===== config.mk =====
export PLATFORM = sky130hd
export DESIGN_NAME = battery_percent_gauge_unit
export DESIGN_NICKNAME = d
export VERILOG_FILES = /design/src/design/bpg_pkg.sv /design/src/design/bpg_sample_lane.sv /design/src/design/bpg_curve.sv /design/src/design/bpg_serial_div.sv /design/src/design/battery_percent_gauge_unit.sv
export SDC_FILE = /design/constraint.sdc
export NUM_CORES = 1
export LEC_CHECK = 0
export BUFFER_PORTS_ARGS = -buffer_cell sky130_fd_sc_hd__buf_4
export CAP_MARGIN = 20
export CORE_UTILIZATION = 36
export DETAILED_ROUTE_END_ITERATION = 10
export SLEW_MARGIN = 0
export SYNTH_ARGS = -nofsm -noshare
export SYNTH_HDL_FRONTEND = slang
export SYNTH_SLANG_ARGS = --single-unit
export TNS_END_PERCENT = 5

===== constraint.sdc =====
create_clock -name clk -period 8.2 [get_ports clk]
set_clock_uncertainty 0.2 [all_clocks]
set_input_delay 0.41 -clock clk [delete_from_list [all_inputs] [get_ports clk]]
set_output_delay 0.41 -clock clk [all_outputs]
set_load 0.02 [all_outputs]

===== src/design/bpg_pkg.sv =====
// ----------------------------------------------------------------------------
// Battery percent gauge package
// Item types, fixed widths and curve constants shared by the gauge modules.
// ----------------------------------------------------------------------------
package bpg_pkg;

    localparam int SAMPLE_W    = 12;
    localparam int LANES       = 8;
    localparam int ACC_W       = SAMPLE_W + 3;
    localparam int CENTI_W     = 14;
    localparam int VOLT_W      = 17;
    localparam int DIFF_W      = 14;
    localparam int MUL_W       = 6;
    localparam int SEG_W       = 18;
    localparam int RECIP_W     = 19;
    localparam int SLOPE_SHIFT = 24;
    localparam int AVG_SHIFT   = ACC_W + 3;
    localparam int AVG_RECIP_W = AVG_SHIFT + 1;
    localparam int NUM_W       = 25;
    localparam int DEN_W       = 14;

    // Voltage breakpoints in units of 1/17 mV (code times 28).
    localparam logic [VOLT_W-1:0] U_3V0 = 17'd51000;
    localparam logic [VOLT_W-1:0] U_3V6 = 17'd61200;
    localparam logic [VOLT_W-1:0] U_3V8 = 17'd64600;
    localparam logic [VOLT_W-1:0] U_4V2 = 17'd71400;

    localparam logic [CENTI_W-1:0] CENTI_EMPTY = 14'd0;
    localparam logic [CENTI_W-1:0] CENTI_15    = 14'd1500;
    localparam logic [CENTI_W-1:0] CENTI_70    = 14'd7000;
    localparam logic [CENTI_W-1:0] CENTI_FULL  = 14'd10000;

    // Every segment slope reduces to a multiplier over 34: 5/34, 55/34 and
    // 15/34. The division by 34 is a multiplication by the rounded-up
    // reciprocal 2^24/34, exact for numerators below 2^18.
    localparam logic [MUL_W-1:0]   SLOPE_LOW_MUL  = 6'd5;
    localparam logic [MUL_W-1:0]   SLOPE_MID_MUL  = 6'd55;
    localparam logic [MUL_W-1:0]   SLOPE_HIGH_MUL = 6'd15;
    localparam logic [RECIP_W-1:0] SLOPE_RECIP    = 19'd493448;

    typedef struct packed {
        logic [SAMPLE_W-1:0] sample_0;
        logic [SAMPLE_W-1:0] sample_1;
        logic [SAMPLE_W-1:0] sample_2;
        logic [SAMPLE_W-1:0] sample_3;
        logic [SAMPLE_W-1:0] sample_4;
        logic [SAMPLE_W-1:0] sample_5;
        logic [SAMPLE_W-1:0] sample_6;
        logic [SAMPLE_W-1:0] sample_7;
    } in_item_t;

    typedef struct packed {
        logic [CENTI_W-1:0] percent_centi;
        logic [CENTI_W-1:0] instant_percent_centi;
        logic               history_full;
    } out_item_t;

    // Curve segment found for one average code. When fixed is set, base is
    // the final charge and no slope term is added.
    typedef struct packed {
        logic               fixed;
        logic [CENTI_W-1:0] base;
        logic [SEG_W-1:0]   num;
    } curve_t;

    typedef enum logic [3:0] {
        ST_IDLE,
        ST_SUM,
        ST_AVG,
        ST_CURVE,
        ST_SEG,
        ST_RING_RD,
        ST_UPDATE,
        ST_MEAN_GO,
        ST_MEAN_WAIT,
        ST_DONE
    } state_t;

endpackage


===== src/design/bpg_sample_lane.sv =====
// ----------------------------------------------------------------------------
// Battery percent gauge sample lane
// Captures one ADC sample of an item, or zero when the lane is not in use.
// ----------------------------------------------------------------------------
module bpg_sample_lane #(
    parameter bit LANE_ON = 1'b1
) (
    input  logic                         clk,
    input  logic                         load,
    input  logic [bpg_pkg::SAMPLE_W-1:0] sample,
    output logic [bpg_pkg::SAMPLE_W-1:0] value
);

    logic [bpg_pkg::SAMPLE_W-1:0] value_reg;
    logic [bpg_pkg::SAMPLE_W-1:0] value_next;

    always_comb
    begin
        value_next = value_reg;
        if (load)
        begin
            value_next = LANE_ON ? sample : '0;
        end
    end

    always_ff @(posedge clk)
    begin
        value_reg <= value_next;
    end

    assign value = value_reg;

endmodule


===== src/design/bpg_curve.sv =====
// ----------------------------------------------------------------------------
// Battery percent gauge curve segment
// Scales an average code to voltage and picks the segment of the charge curve.
// ----------------------------------------------------------------------------
module bpg_curve (
    input  logic [bpg_pkg::SAMPLE_W-1:0] avg,
    output bpg_pkg::curve_t              seg
);

    logic [bpg_pkg::VOLT_W-1:0] volt;
    logic [bpg_pkg::VOLT_W-1:0] diff_full;
    logic [bpg_pkg::DIFF_W-1:0] diff;
    logic [bpg_pkg::MUL_W-1:0]  mul;
    logic [bpg_pkg::DIFF_W+bpg_pkg::MUL_W-1:0] prod;

    // Code times 28 as a shift by five less a shift by two.
    assign volt = {avg, 5'b0} - {3'b0, avg, 2'b0};

    always_comb
    begin
        seg       = '0;
        diff_full = '0;
        mul       = '0;
        if (volt >= bpg_pkg::U_4V2)
        begin
            seg.fixed = 1'b1;
            seg.base  = bpg_pkg::CENTI_FULL;
        end
        else if (volt >= bpg_pkg::U_3V8)
        begin
            seg.base  = bpg_pkg::CENTI_70;
            diff_full = volt - bpg_pkg::U_3V8;
            mul       = bpg_pkg::SLOPE_HIGH_MUL;
        end
        else if (volt >= bpg_pkg::U_3V6)
        begin
            seg.base  = bpg_pkg::CENTI_15;
            diff_full = volt - bpg_pkg::U_3V6;
            mul       = bpg_pkg::SLOPE_MID_MUL;
        end
        else if (volt >= bpg_pkg::U_3V0)
        begin
            seg.base  = bpg_pkg::CENTI_EMPTY;
            diff_full = volt - bpg_pkg::U_3V0;
            mul       = bpg_pkg::SLOPE_LOW_MUL;
        end
        else
        begin
            seg.fixed = 1'b1;
            seg.base  = bpg_pkg::CENTI_EMPTY;
        end
        seg.num = prod[bpg_pkg::SEG_W-1:0];
    end

    assign diff = diff_full[bpg_pkg::DIFF_W-1:0];
    assign prod = diff * mul;

endmodule


===== src/design/bpg_serial_div.sv =====
// ----------------------------------------------------------------------------
// Battery percent gauge serial divider
// Restoring divider that produces one quotient bit per cycle.
// ----------------------------------------------------------------------------
module bpg_serial_div (
    input  logic                      clk,
    input  logic                      rst_n,
    input  logic                      start,
    input  logic [bpg_pkg::NUM_W-1:0] dividend,
    input  logic [bpg_pkg::DEN_W-1:0] divisor,
    output logic                      busy,
    output logic                      done,
    output logic [bpg_pkg::NUM_W-1:0] quotient
);

    localparam int STEP_W = $clog2(bpg_pkg::NUM_W + 1);

    logic                      busy_reg, busy_next;
    logic                      done_reg, done_next;
    logic [STEP_W-1:0]         step_reg, step_next;
    logic [bpg_pkg::NUM_W-1:0] quo_reg, quo_next;
    logic [bpg_pkg::DEN_W-1:0] rem_reg, rem_next;
    logic [bpg_pkg::DEN_W-1:0] den_reg, den_next;
    logic [bpg_pkg::DEN_W:0]   shifted;
    logic [bpg_pkg::DEN_W:0]   trial;
    logic                      take;

    assign shifted = {rem_reg, quo_reg[bpg_pkg::NUM_W-1]};
    assign take    = shifted >= {1'b0, den_reg};
    assign trial   = shifted - {1'b0, den_reg};

    always_comb
    begin
        busy_next = busy_reg;
        done_next = 1'b0;
        step_next = step_reg;
        quo_next  = quo_reg;
        rem_next  = rem_reg;
        den_next  = den_reg;
        if (start)
        begin
            busy_next = 1'b1;
            step_next = STEP_W'(bpg_pkg::NUM_W);
            quo_next  = dividend;
            rem_next  = '0;
            den_next  = divisor;
        end
        else if (busy_reg)
        begin
            quo_next  = {quo_reg[bpg_pkg::NUM_W-2:0], take};
            rem_next  = take ? trial[bpg_pkg::DEN_W-1:0] : shifted[bpg_pkg::DEN_W-1:0];
            step_next = step_reg - STEP_W'(1);
            if (step_reg == STEP_W'(1))
            begin
                busy_next = 1'b0;
                done_next = 1'b1;
            end
        end
    end

    always_ff @(posedge clk or negedge rst_n)
    begin
        if (!rst_n)
        begin
            busy_reg <= 1'b0;
            done_reg <= 1'b0;
            step_reg <= '0;
        end
        else
        begin
            busy_reg <= busy_next;
            done_reg <= done_next;
            step_reg <= step_next;
        end
    end

    always_ff @(posedge clk)
    begin
        quo_reg <= quo_next;
        rem_reg <= rem_next;
        den_reg <= den_next;
    end

    assign busy     = busy_reg;
    assign done     = done_reg;
    assign quotient = quo_reg;

endmodule


===== src/design/battery_percent_gauge_unit.sv =====
// ----------------------------------------------------------------------------
// Battery percent gauge
// Averages a reading of ADC samples, maps it to charge and smooths it over a
// ring of recent readings.
// ----------------------------------------------------------------------------
// The input channel takes one item of eight raw ADC samples; only the first
// SAMPLES_PER_READING samples count. The output channel returns one item per
// input item: the smoothed charge, the charge of this reading alone and the
// history full flag.
// One item is worked on at a time. Eight sample lanes capture the samples and
// an adder merges them. The average and the curve slope come from
// multiplications by constant reciprocals, and a serial divider, one quotient
// bit per cycle, forms the rounded history mean.
// An item passes the states sum, average, curve, segment, ring read,
// update, mean start, mean wait and done at any voltage; the mean division
// takes the most time. The next item is accepted once the result is
// registered and the unit is back in idle.
// If the receiver stalls, the result waits in the output register and the
// next item is still accepted and worked on; it then holds before its result
// would overwrite the waiting one.
// Reset clears the history pointer, the full flag and the running sum; the
// ring entries read before they have been written are not used.
// ----------------------------------------------------------------------------
module battery_percent_gauge_unit #(
    parameter int HISTORY_DEPTH       = 16,
    parameter int SAMPLES_PER_READING = 8
) (
    input  logic                clk,
    input  logic                rst_n,
    input  logic                in_valid,
    output logic                in_ready,
    input  bpg_pkg::in_item_t   in_item,
    output logic                out_valid,
    input  logic                out_ready,
    output bpg_pkg::out_item_t  out_item
);

    localparam int PTR_W = (HISTORY_DEPTH > 1) ? $clog2(HISTORY_DEPTH) : 1;
    localparam int CNT_W = $clog2(HISTORY_DEPTH + 1);
    localparam int SUM_W = $clog2(HISTORY_DEPTH * 10000 + 1);
    localparam logic [bpg_pkg::AVG_RECIP_W-1:0] AVG_RECIP = bpg_pkg::AVG_RECIP_W'(
        (2 ** bpg_pkg::AVG_SHIFT + SAMPLES_PER_READING - 1) / SAMPLES_PER_READING);

    bpg_pkg::state_t state_reg, state_next;

    logic [bpg_pkg::ACC_W-1:0]    acc_reg, acc_next;
    logic [bpg_pkg::SAMPLE_W-1:0] avg_reg, avg_next;
    bpg_pkg::curve_t              curve_reg, curve_next;
    logic [bpg_pkg::CENTI_W-1:0]  inst_reg, inst_next;
    logic [bpg_pkg::CENTI_W-1:0]  mean_reg, mean_next;
    logic [SUM_W-1:0]             sum_reg, sum_next;
    logic [PTR_W-1:0]             wp_reg, wp_next;
    logic                         full_reg, full_next;
    logic                         out_valid_reg, out_valid_next;
    bpg_pkg::out_item_t           out_item_reg, out_item_next;
    logic [bpg_pkg::CENTI_W-1:0]  ring_rd_reg;

    logic [bpg_pkg::CENTI_W-1:0]  ring_mem [HISTORY_DEPTH];

    logic [bpg_pkg::SAMPLE_W-1:0] samples   [bpg_pkg::LANES];
    logic [bpg_pkg::SAMPLE_W-1:0] lane_val  [bpg_pkg::LANES];
    logic [bpg_pkg::ACC_W-1:0]    lane_sum;
    logic                         lane_load;
    bpg_pkg::curve_t              curve_out;
    logic [CNT_W-1:0]             count;
    logic                         ring_re;
    logic                         ring_we;

    logic [bpg_pkg::ACC_W+bpg_pkg::AVG_RECIP_W-1:0] avg_prod;
    logic [bpg_pkg::SEG_W+bpg_pkg::RECIP_W-1:0]     seg_prod;

    logic                         div_start;
    logic [bpg_pkg::NUM_W-1:0]    div_num;
    logic [bpg_pkg::DEN_W-1:0]    div_den;
    logic                         div_busy;
    logic                         div_done;
    logic [bpg_pkg::NUM_W-1:0]    div_quo;

    assign samples[0] = in_item.sample_0;
    assign samples[1] = in_item.sample_1;
    assign samples[2] = in_item.sample_2;
    assign samples[3] = in_item.sample_3;
    assign samples[4] = in_item.sample_4;
    assign samples[5] = in_item.sample_5;
    assign samples[6] = in_item.sample_6;
    assign samples[7] = in_item.sample_7;

    assign in_ready  = (state_reg == bpg_pkg::ST_IDLE);
    assign lane_load = in_valid && in_ready;

    for (genvar i = 0; i < bpg_pkg::LANES; i++)
    begin : g_lane
        bpg_sample_lane #(
            .LANE_ON (i < SAMPLES_PER_READING)
        ) u_lane (
            .clk    (clk),
            .load   (lane_load),
            .sample (samples[i]),
            .value  (lane_val[i])
        );
    end

    always_comb
    begin
        lane_sum = '0;
        for (int i = 0; i < bpg_pkg::LANES; i++)
        begin
            lane_sum = lane_sum + bpg_pkg::ACC_W'(lane_val[i]);
        end
    end

    bpg_curve u_curve (
        .avg (avg_reg),
        .seg (curve_out)
    );

    bpg_serial_div u_div (
        .clk      (clk),
        .rst_n    (rst_n),
        .start    (div_start),
        .dividend (div_num),
        .divisor  (div_den),
        .busy     (div_busy),
        .done     (div_done),
        .quotient (div_quo)
    );

    assign avg_prod = acc_reg * AVG_RECIP;
    assign seg_prod = curve_reg.num * bpg_pkg::SLOPE_RECIP;

    assign count = full_reg ? CNT_W'(HISTORY_DEPTH) : CNT_W'(wp_reg);

    always_comb
    begin
        state_next     = state_reg;
        acc_next       = acc_reg;
        avg_next       = avg_reg;
        curve_next     = curve_reg;
        inst_next      = inst_reg;
        mean_next      = mean_reg;
        sum_next       = sum_reg;
        wp_next        = wp_reg;
        full_next      = full_reg;
        out_valid_next = out_valid_reg;
        out_item_next  = out_item_reg;
        ring_re        = 1'b0;
        ring_we        = 1'b0;
        div_start      = 1'b0;
        div_num        = '0;
        div_den        = '0;

        if (out_valid_reg && out_ready)
        begin
            out_valid_next = 1'b0;
        end

        case (state_reg)
            bpg_pkg::ST_IDLE:
            begin
                if (in_valid)
                begin
                    state_next = bpg_pkg::ST_SUM;
                end
            end
            bpg_pkg::ST_SUM:
            begin
                acc_next   = lane_sum;
                state_next = bpg_pkg::ST_AVG;
            end
            bpg_pkg::ST_AVG:
            begin
                avg_next   = avg_prod[bpg_pkg::AVG_SHIFT+bpg_pkg::SAMPLE_W-1:
                                      bpg_pkg::AVG_SHIFT];
                state_next = bpg_pkg::ST_CURVE;
            end
            bpg_pkg::ST_CURVE:
            begin
                curve_next = curve_out;
                state_next = bpg_pkg::ST_SEG;
            end
            bpg_pkg::ST_SEG:
            begin
                if (curve_reg.fixed)
                begin
                    inst_next = curve_reg.base;
                end
                else
                begin
                    inst_next = curve_reg.base + bpg_pkg::CENTI_W'(
                        seg_prod[bpg_pkg::SEG_W+bpg_pkg::RECIP_W-1:bpg_pkg::SLOPE_SHIFT]);
                end
                state_next = bpg_pkg::ST_RING_RD;
            end
            bpg_pkg::ST_RING_RD:
            begin
                ring_re    = 1'b1;
                state_next = bpg_pkg::ST_UPDATE;
            end
            bpg_pkg::ST_UPDATE:
            begin
                ring_we  = 1'b1;
                sum_next = sum_reg - (full_reg ? SUM_W'(ring_rd_reg) : SUM_W'(0))
                           + SUM_W'(inst_reg);
                if (wp_reg == PTR_W'(HISTORY_DEPTH - 1))
                begin
                    wp_next   = '0;
                    full_next = 1'b1;
                end
                else
                begin
                    wp_next = wp_reg + PTR_W'(1);
                end
                state_next = bpg_pkg::ST_MEAN_GO;
            end
            bpg_pkg::ST_MEAN_GO:
            begin
                div_start  = 1'b1;
                div_num    = bpg_pkg::NUM_W'({sum_reg, 1'b0}) + bpg_pkg::NUM_W'(count);
                div_den    = bpg_pkg::DEN_W'({count, 1'b0});
                state_next = bpg_pkg::ST_MEAN_WAIT;
            end
            bpg_pkg::ST_MEAN_WAIT:
            begin
                if (div_done)
                begin
                    mean_next  = div_quo[bpg_pkg::CENTI_W-1:0];
                    state_next = bpg_pkg::ST_DONE;
                end
            end
            bpg_pkg::ST_DONE:
            begin
                if (!out_valid_reg || out_ready)
                begin
                    out_valid_next                      = 1'b1;
                    out_item_next.percent_centi         = mean_reg;
                    out_item_next.instant_percent_centi = inst_reg;
                    out_item_next.history_full          = full_reg;
                    state_next                          = bpg_pkg::ST_IDLE;
                end
            end
            default:
            begin
                state_next = bpg_pkg::ST_IDLE;
            end
        endcase
    end

    always_ff @(posedge clk or negedge rst_n)
    begin
        if (!rst_n)
        begin
            state_reg     <= bpg_pkg::ST_IDLE;
            sum_reg       <= '0;
            wp_reg        <= '0;
            full_reg      <= 1'b0;
            out_valid_reg <= 1'b0;
        end
        else
        begin
            state_reg     <= state_next;
            sum_reg       <= sum_next;
            wp_reg        <= wp_next;
            full_reg      <= full_next;
            out_valid_reg <= out_valid_next;
        end
    end

    always_ff @(posedge clk)
    begin
        acc_reg      <= acc_next;
        avg_reg      <= avg_next;
        curve_reg    <= curve_next;
        inst_reg     <= inst_next;
        mean_reg     <= mean_next;
        out_item_reg <= out_item_next;
    end

    always_ff @(posedge clk)
    begin
        if (ring_we)
        begin
            ring_mem[wp_reg] <= inst_reg;
        end
        if (ring_re)
        begin
            ring_rd_reg <= ring_mem[wp_reg];
        end
    end

    assign out_valid = out_valid_reg;
    assign out_item  = out_item_reg;

`ifndef SYNTH
    a_sum_bound: assert property (@(posedge clk) disable iff (!rst_n)
        int'(sum_reg) <= int'(count) * 10000)
        else $error("running sum exceeds the charge of the filled entries");

    a_accept_div_idle: assert property (@(posedge clk) disable iff (!rst_n)
        (in_valid && in_ready) |-> !div_busy)
        else $error("item accepted while the divider is busy");

    a_done_in_wait: assert property (@(posedge clk) disable iff (!rst_n)
        div_done |-> (state_reg == bpg_pkg::ST_MEAN_WAIT))
        else $error("divider finished outside the wait state");

    a_inst_range: assert property (@(posedge clk) disable iff (!rst_n)
        (state_reg == bpg_pkg::ST_UPDATE) |-> (inst_reg <= bpg_pkg::CENTI_FULL))
        else $error("instant charge out of range");

    a_result_from_done: assert property (@(posedge clk) disable iff (!rst_n)
        $rose(out_valid_reg) |-> $past(state_reg == bpg_pkg::ST_DONE))
        else $error("result presented outside the done state");
`endif

endmodule

Word-level counts from Yosys, hierarchy flattened
Memory sizes are Yosys's and may differ from the RTL's. A register that Yosys moved wholly into a read port is not among the register bits.
Index checks and enable logic that the tools add are counted.
W data, S select, Z words.
{"block": "classes", "n_mul": 2, "add_sub_neg": 18, "n_eq_ne": 14, "magnitude_cmp": 5, "reduce_logical": 11, "mux": 41}
{"op": "$mux W14", "n": 8}
{"op": "$add A15 B12 Y15", "n": 4}
{"op": "$ge A17 B16 Y1 const B", "n": 3}
{"op": "$mux W25", "n": 2}
{"op": "$pmux W4 S10", "n": 1}
{"op": "$mul A18 B16 Y34 const B", "n": 1}
{"op": "$sub A14 B14 Y14 const B", "n": 2}
{"op": "$add A19 B5 Y20", "n": 1}
{"op": "$mux W20", "n": 1}
{"op": "$add A18 B14 Y18", "n": 1}
{"op": "$mul A14 B6 Y18", "n": 1}
{"op": "$mux W6", "n": 3}
{"op": "$sub A18 B14 Y18", "n": 1}
{"op": "$ge A17 B17 Y1 const B", "n": 1}
{"op": "$mux W1", "n": 17}
{"op": "$sub A17 B14 Y17", "n": 1}
{"op": "$eq A4 B3 Y1 const B", "n": 4}
{"op": "$mux W4", "n": 4}
{"op": "$add A14 B12 Y15", "n": 1}
{"op": "$ge A15 B14 Y1", "n": 1}
{"op": "$mux W5", "n": 3}
{"op": "$add A13 B12 Y14", "n": 1}
{"op": "$add A14 B13 Y14", "n": 1}
{"op": "$sub A14 B11 Y14 const B", "n": 1}
{"op": "other kinds (20)", "n": 27}
{"block": "totals", "output_inout_bits": 31, "mem_bits_rw": 224, "memories": 1, "ff_bits": 301, "word_cells": 123, "input_bits": 100}
{"name": "ring_mem", "words": 16, "word_bits": 14, "rd": 1, "rd_ports_with_merged_regs": 1, "write_ports": 1, "line_no": "battery_percent_gauge_unit.sv:58", "text": "logic [bpg_pkg::CENTI_W-1:0] ring_mem [HISTORY_DEPTH];"}

Longest topological paths before layout
{"block": "logic_depth", "word_depth": 7, "depth_mapped": 35, "mapped_depth_nobuf": 35}

Hierarchy
Synthesis repeated with hierarchy kept, for this count alone.
{"block": "unflattened", "cells_unflattened": 2469, "area_unflattened_um2": 32547.5}
{"mod": "battery_percent_gauge_unit", "cells_per_inst": 1559, "seq_area_each_um2": 11270.8, "n_inst": 1, "area_per_inst_um2": 22395.2}
{"mod": "bpg_curve", "cells_per_inst": 506, "seq_area_each_um2": 0.0, "n_inst": 1, "area_per_inst_um2": 3890.0}
{"mod": "bpg_serial_div", "cells_per_inst": 308, "seq_area_each_um2": 1626.6, "n_inst": 1, "area_per_inst_um2": 3379.5}
{"mod": "bpg_sample_lane", "cells_per_inst": 12, "seq_area_each_um2": 360.3, "n_inst": 8, "area_per_inst_um2": 360.3}

Least setup slack after synthesis
OpenSTA, ideal clock, no wires.
{"block": "synth_timing", "kind": "reg-to-reg", "start": "register curve_reg[3] (netlist name)", "end": "register inst_reg[13] (netlist name), data pin", "arrival_time_ps": 7013, "path_stages_with_launch": 28, "setup_ps": 262, "synth_period_minus_slack_ps": 7475, "required_time_ps": 7738, "n_path_buf": 0, "path_slack_ps": 725, "cell_sequence": "edfxtp_1 inv_1 fa_1 inv_1 fa_1 inv_1 fa_1 inv_1 fa_1 fa_1 fa_1 ha_1 a2111oi_0 o21ai_0 a31oi_1 a211oi_1 o31ai_1 o21ai_0 a21oi_1 xnor2_1 ha_1 a21o_1 a21oi_1 nor2b_1 or2_2 o21ai_0 a21oi_1 xor2_1"}
{"block": "synth_between", "elab_chain_cells": 3}
{"element": "start: declaration", "line_no": "battery_percent_gauge_unit.sv:48", "text": "bpg_pkg::curve_t curve_reg, curve_next;"}
{"element": "start signal: assignment", "line_no": "battery_percent_gauge_unit.sv:272", "text": "curve_reg <= curve_next;"}
{"element": "$mul A18 B16 Y34", "line_no": "battery_percent_gauge_unit.sv:129", "text": "assign seg_prod = curve_reg.num * bpg_pkg::SLOPE_RECIP;"}
{"element": "$add A14 B13 Y14", "line_no": "battery_percent_gauge_unit.sv:189", "text": "inst_next = curve_reg.base + bpg_pkg::CENTI_W'("}
{"element": "$mux W14", "line_no": "battery_percent_gauge_unit.sv:183", "text": "if (curve_reg.fixed)"}
{"element": "end signal: assignment", "line_no": "battery_percent_gauge_unit.sv:273", "text": "inst_reg <= inst_next;"}
{"element": "end: declaration", "line_no": "battery_percent_gauge_unit.sv:49", "text": "logic [bpg_pkg::CENTI_W-1:0] inst_reg, inst_next;"}
Every way passes these cells.
A chain may end at the register's enable or synchronous reset.

Worst setup path in the final report
{"block": "layout_timing", "start": "register curve_reg[5] (netlist name)", "end": "register inst_reg[13] (netlist name), data pin"}
The elaborated chain is that of the path after synthesis.

==> impl_metrics.json <==
{
  "drt_iter0_drc": 1038,
  "avgRoutedWirePerCell_um": 18.0,
  "die_w_um": 292,
  "gp_congestion": 0.845,
  "cts_made_buffers": 57,
  "syn_to_final_growth_pct": 18.6,
  "vias": 18000,
  "worstSetupPathType": "register to register",
  "yosysWarnings": 0,
  "drc": 0,
  "final-setup-viol-count": 0,
  "worst_pin_slew_ns": 1.06,
  "relSlewSlack_pct": 28.9,
  "crit_top_cell": "fa_1",
  "rows": 105,
  "wl_mm": 66.1,
  "grt_pass1_wl_mm": 105,
  "worst_path_max_delay_cell": "fa_1",
  "cts_sinks": 518,
  "critPathRequiredTime_ns": 8.31,
  "ios": 131,
  "fin_util_pct": 43.4,
  "max-cap-violations": 0,
  "cp-end-kind": "register",
  "avgSynthCellArea_sq_um": 13.5,
  "largest_reg_flops": 224,
  "die_y_um": 292,
  "clockRootBuffer": "clkbuf_16",
  "worst_ep_arrival_time_ns": 7.91,
  "finalCritPeriodShare_pct": 95.2,
  "synth-main-ff-cell": "edfxtp_1",
  "start_util_pct": 36.6,
  "fillers": 7406,
  "clock_latency_ns": 0.62,
  "portBuffers": 130,
  "firstDrtPassIters": 5,
  "layout_min_cycle_time_ns": 7.81,
  "slowest_delay_ns": 0.52,
  "synthArstFlopShare_pct": 6.76,
  "h-tree-depth": 2,
  "synth_cells": 2249,
  "drive_above_1_share_pct": 17.0,
  "status": "finished clean",
  "clk_pin_slew_ns": 0.06,
  "routed_via_density": 4.91,
  "yosysSeqAreaShare_pct": 50.4,
  "final_hold_viol_count": 0,
  "grt_max_degree": 82,
  "syn-num-nets": 2761,
  "grt_pass1_vias": 19200,
  "fmax_mhz": 128,
  "netlist_area_sq_um": 30300,
  "die_area_sq_um": 85200,
  "finalNetCount": 3058,
  "synth_edf_count": 469,
  "hold_class": "input pin to async pin",
  "clock_path_buffers": 3,
  "antenna_left": 0,
  "report.final.slew_viol_count": 0,
  "grt_usage_pct": 15.8,
  "dp.final_hpwl_mm": 48.2,
  "grt.overflow.total": 0,
  "yosysUniqueCellTypes": 96,
  "startpoint_type": "register",
  "tritoncts": "yes",
  "antenna_found_initial": 0,
  "synth_seq_cells": 518,
  "coreArea_sq_um": 82600,
  "path_max_fanout": 3,
  "diodes": 0
}
[cell usage in the layout, fill, tap and decap left out, drive strengths merged, types with 35 or more instances in the layout]
| master | n |
|---|---|
| mux4 | 70 |
| ha | 215 |
| dlygate4sd3 | 98 |
| clkbuf | 69 |
| a21oi | 64 |
| nor2 | 113 |
| nor3 | 44 |
| buf | 197 |
| xor2 | 35 |
| edfxtp | 469 |
| nand2 | 113 |
| xnor2 | 73 |
| inv | 337 |
| o21ai | 91 |
| dfrtp | 35 |
| fa | 197 |
[final timing paths]
path                                    from      endpoint  slack (ns)  depth (start not counted)
worst max-delay path            curve_reg[5]  inst_reg[13]        0.39                         29
worst min-delay path                   rst_n    sum_reg[1]        0.11                          2
worst max register to register  curve_reg[5]  inst_reg[13]        0.39                         29
worst min register to register   mean_reg[3]  out_item[18]        0.22                          0
max in group asynchronous              rst_n     wp_reg[1]        7.31                          2
min in group clk                    in_valid  state_reg[0]        0.11                          4
[cells by family (layout without fill, tap and decap cells)]
| kind of cell | after synthesis | count (layout) | synth area share, % |
|---|---|---|---|
| AND/OR/NAND/NOR | 453 | 453 | 7.63 |
| flip-flops | 518 | 518 | 50.4 |
| buffers and inverters | 394 | 739 | 4.99 |
| XOR/XNOR | 108 | 108 | 3.18 |
| adder cells (fa/ha/maj) | 412 | 412 | 21.9 |
| multiplexers | 83 | 83 | 5.65 |
| AO/OA/AOI/OAI | 280 | 280 | 6.24 |
| other | 1 | 1 | 0.0124 |
[repair_timing]
item	CTS	global route
hold endpoints to repair	134	0
gates resized for setup	0	23
setup buffers	0	20
endpoints found under the setup margin	0	7
hold buffers	98	0
[worst max-delay path, delay by kind of cell (launching register included)]
family	cells	cell delay, ns
mux	1	0.16
xor+xnor	1	0.17
simple gates	5	0.94
fa+ha+maj	8	3.58
compound gates	10	1.81
flops	1	0.39
buf+inv	4	0.31
[layout make-up]
type,count,area (sq um),area share [%]
sequential,518,15200,42.5
inverter,337,1270,3.54
clock buffer,69,1490,4.16
clock inverter,38,304,0.848
timing repair buffer,295,2480,6.91
tap,1070,1340,3.73
multi-input combinational,1337,13700,38.3
[synth_stat cells, types with 20 or more instances]
| master | number | share of area [%] |
|---|---|---|
| nor2b_1 | 20 | 0.41 |
| fa_1 | 197 | 13 |
| nand2_1 | 110 | 1.4 |
| o21ai_0 | 87 | 1.4 |
| a21oi_1 | 59 | 0.98 |
| clkbuf_1 | 44 | 0.55 |
| xor2_1 | 35 | 1.0 |
| nand3_1 | 30 | 0.50 |
| ha_1 | 215 | 8.9 |
| xnor2_1 | 71 | 2.1 |
| mux4_2 | 70 | 5.2 |
| inv_1 | 331 | 4.1 |
| and2_1 | 27 | 0.56 |
| dfrtp_1 | 35 | 2.9 |
| nor2_1 | 110 | 1.4 |
| nor3_1 | 44 | 0.73 |
| edfxtp_1 | 469 | 47 |
[layer usage]
layer	vias up	track usage, %	share of wire [%]
li1	8517	-	-
met1	9038	19.9	43
met2	342	28.7	52
met3	75	2.11	3.7
met4	0	3.22	1.7
met5	-	0	0
[per-stage QoR]
step                      area (sq um)  setup slack, ns  hold WS (ns)  TNS, ns  cells
after floorplan                  30300            0.725       -0.0856        0   2249
after global placement           32800            0.330         0.203        0   3438
after detailed placement         32800           0.0960         0.205        0   3438
after CTS                        35600           0.0311        0.0552        0   3643
after global routing             35900          -0.0564         0.139  -0.0649   3664
final                            35900            0.393         0.108        0   3664
Power is not shown: default switching activity piles up to over one toggle a cycle in this logic, so the estimate is an artifact.
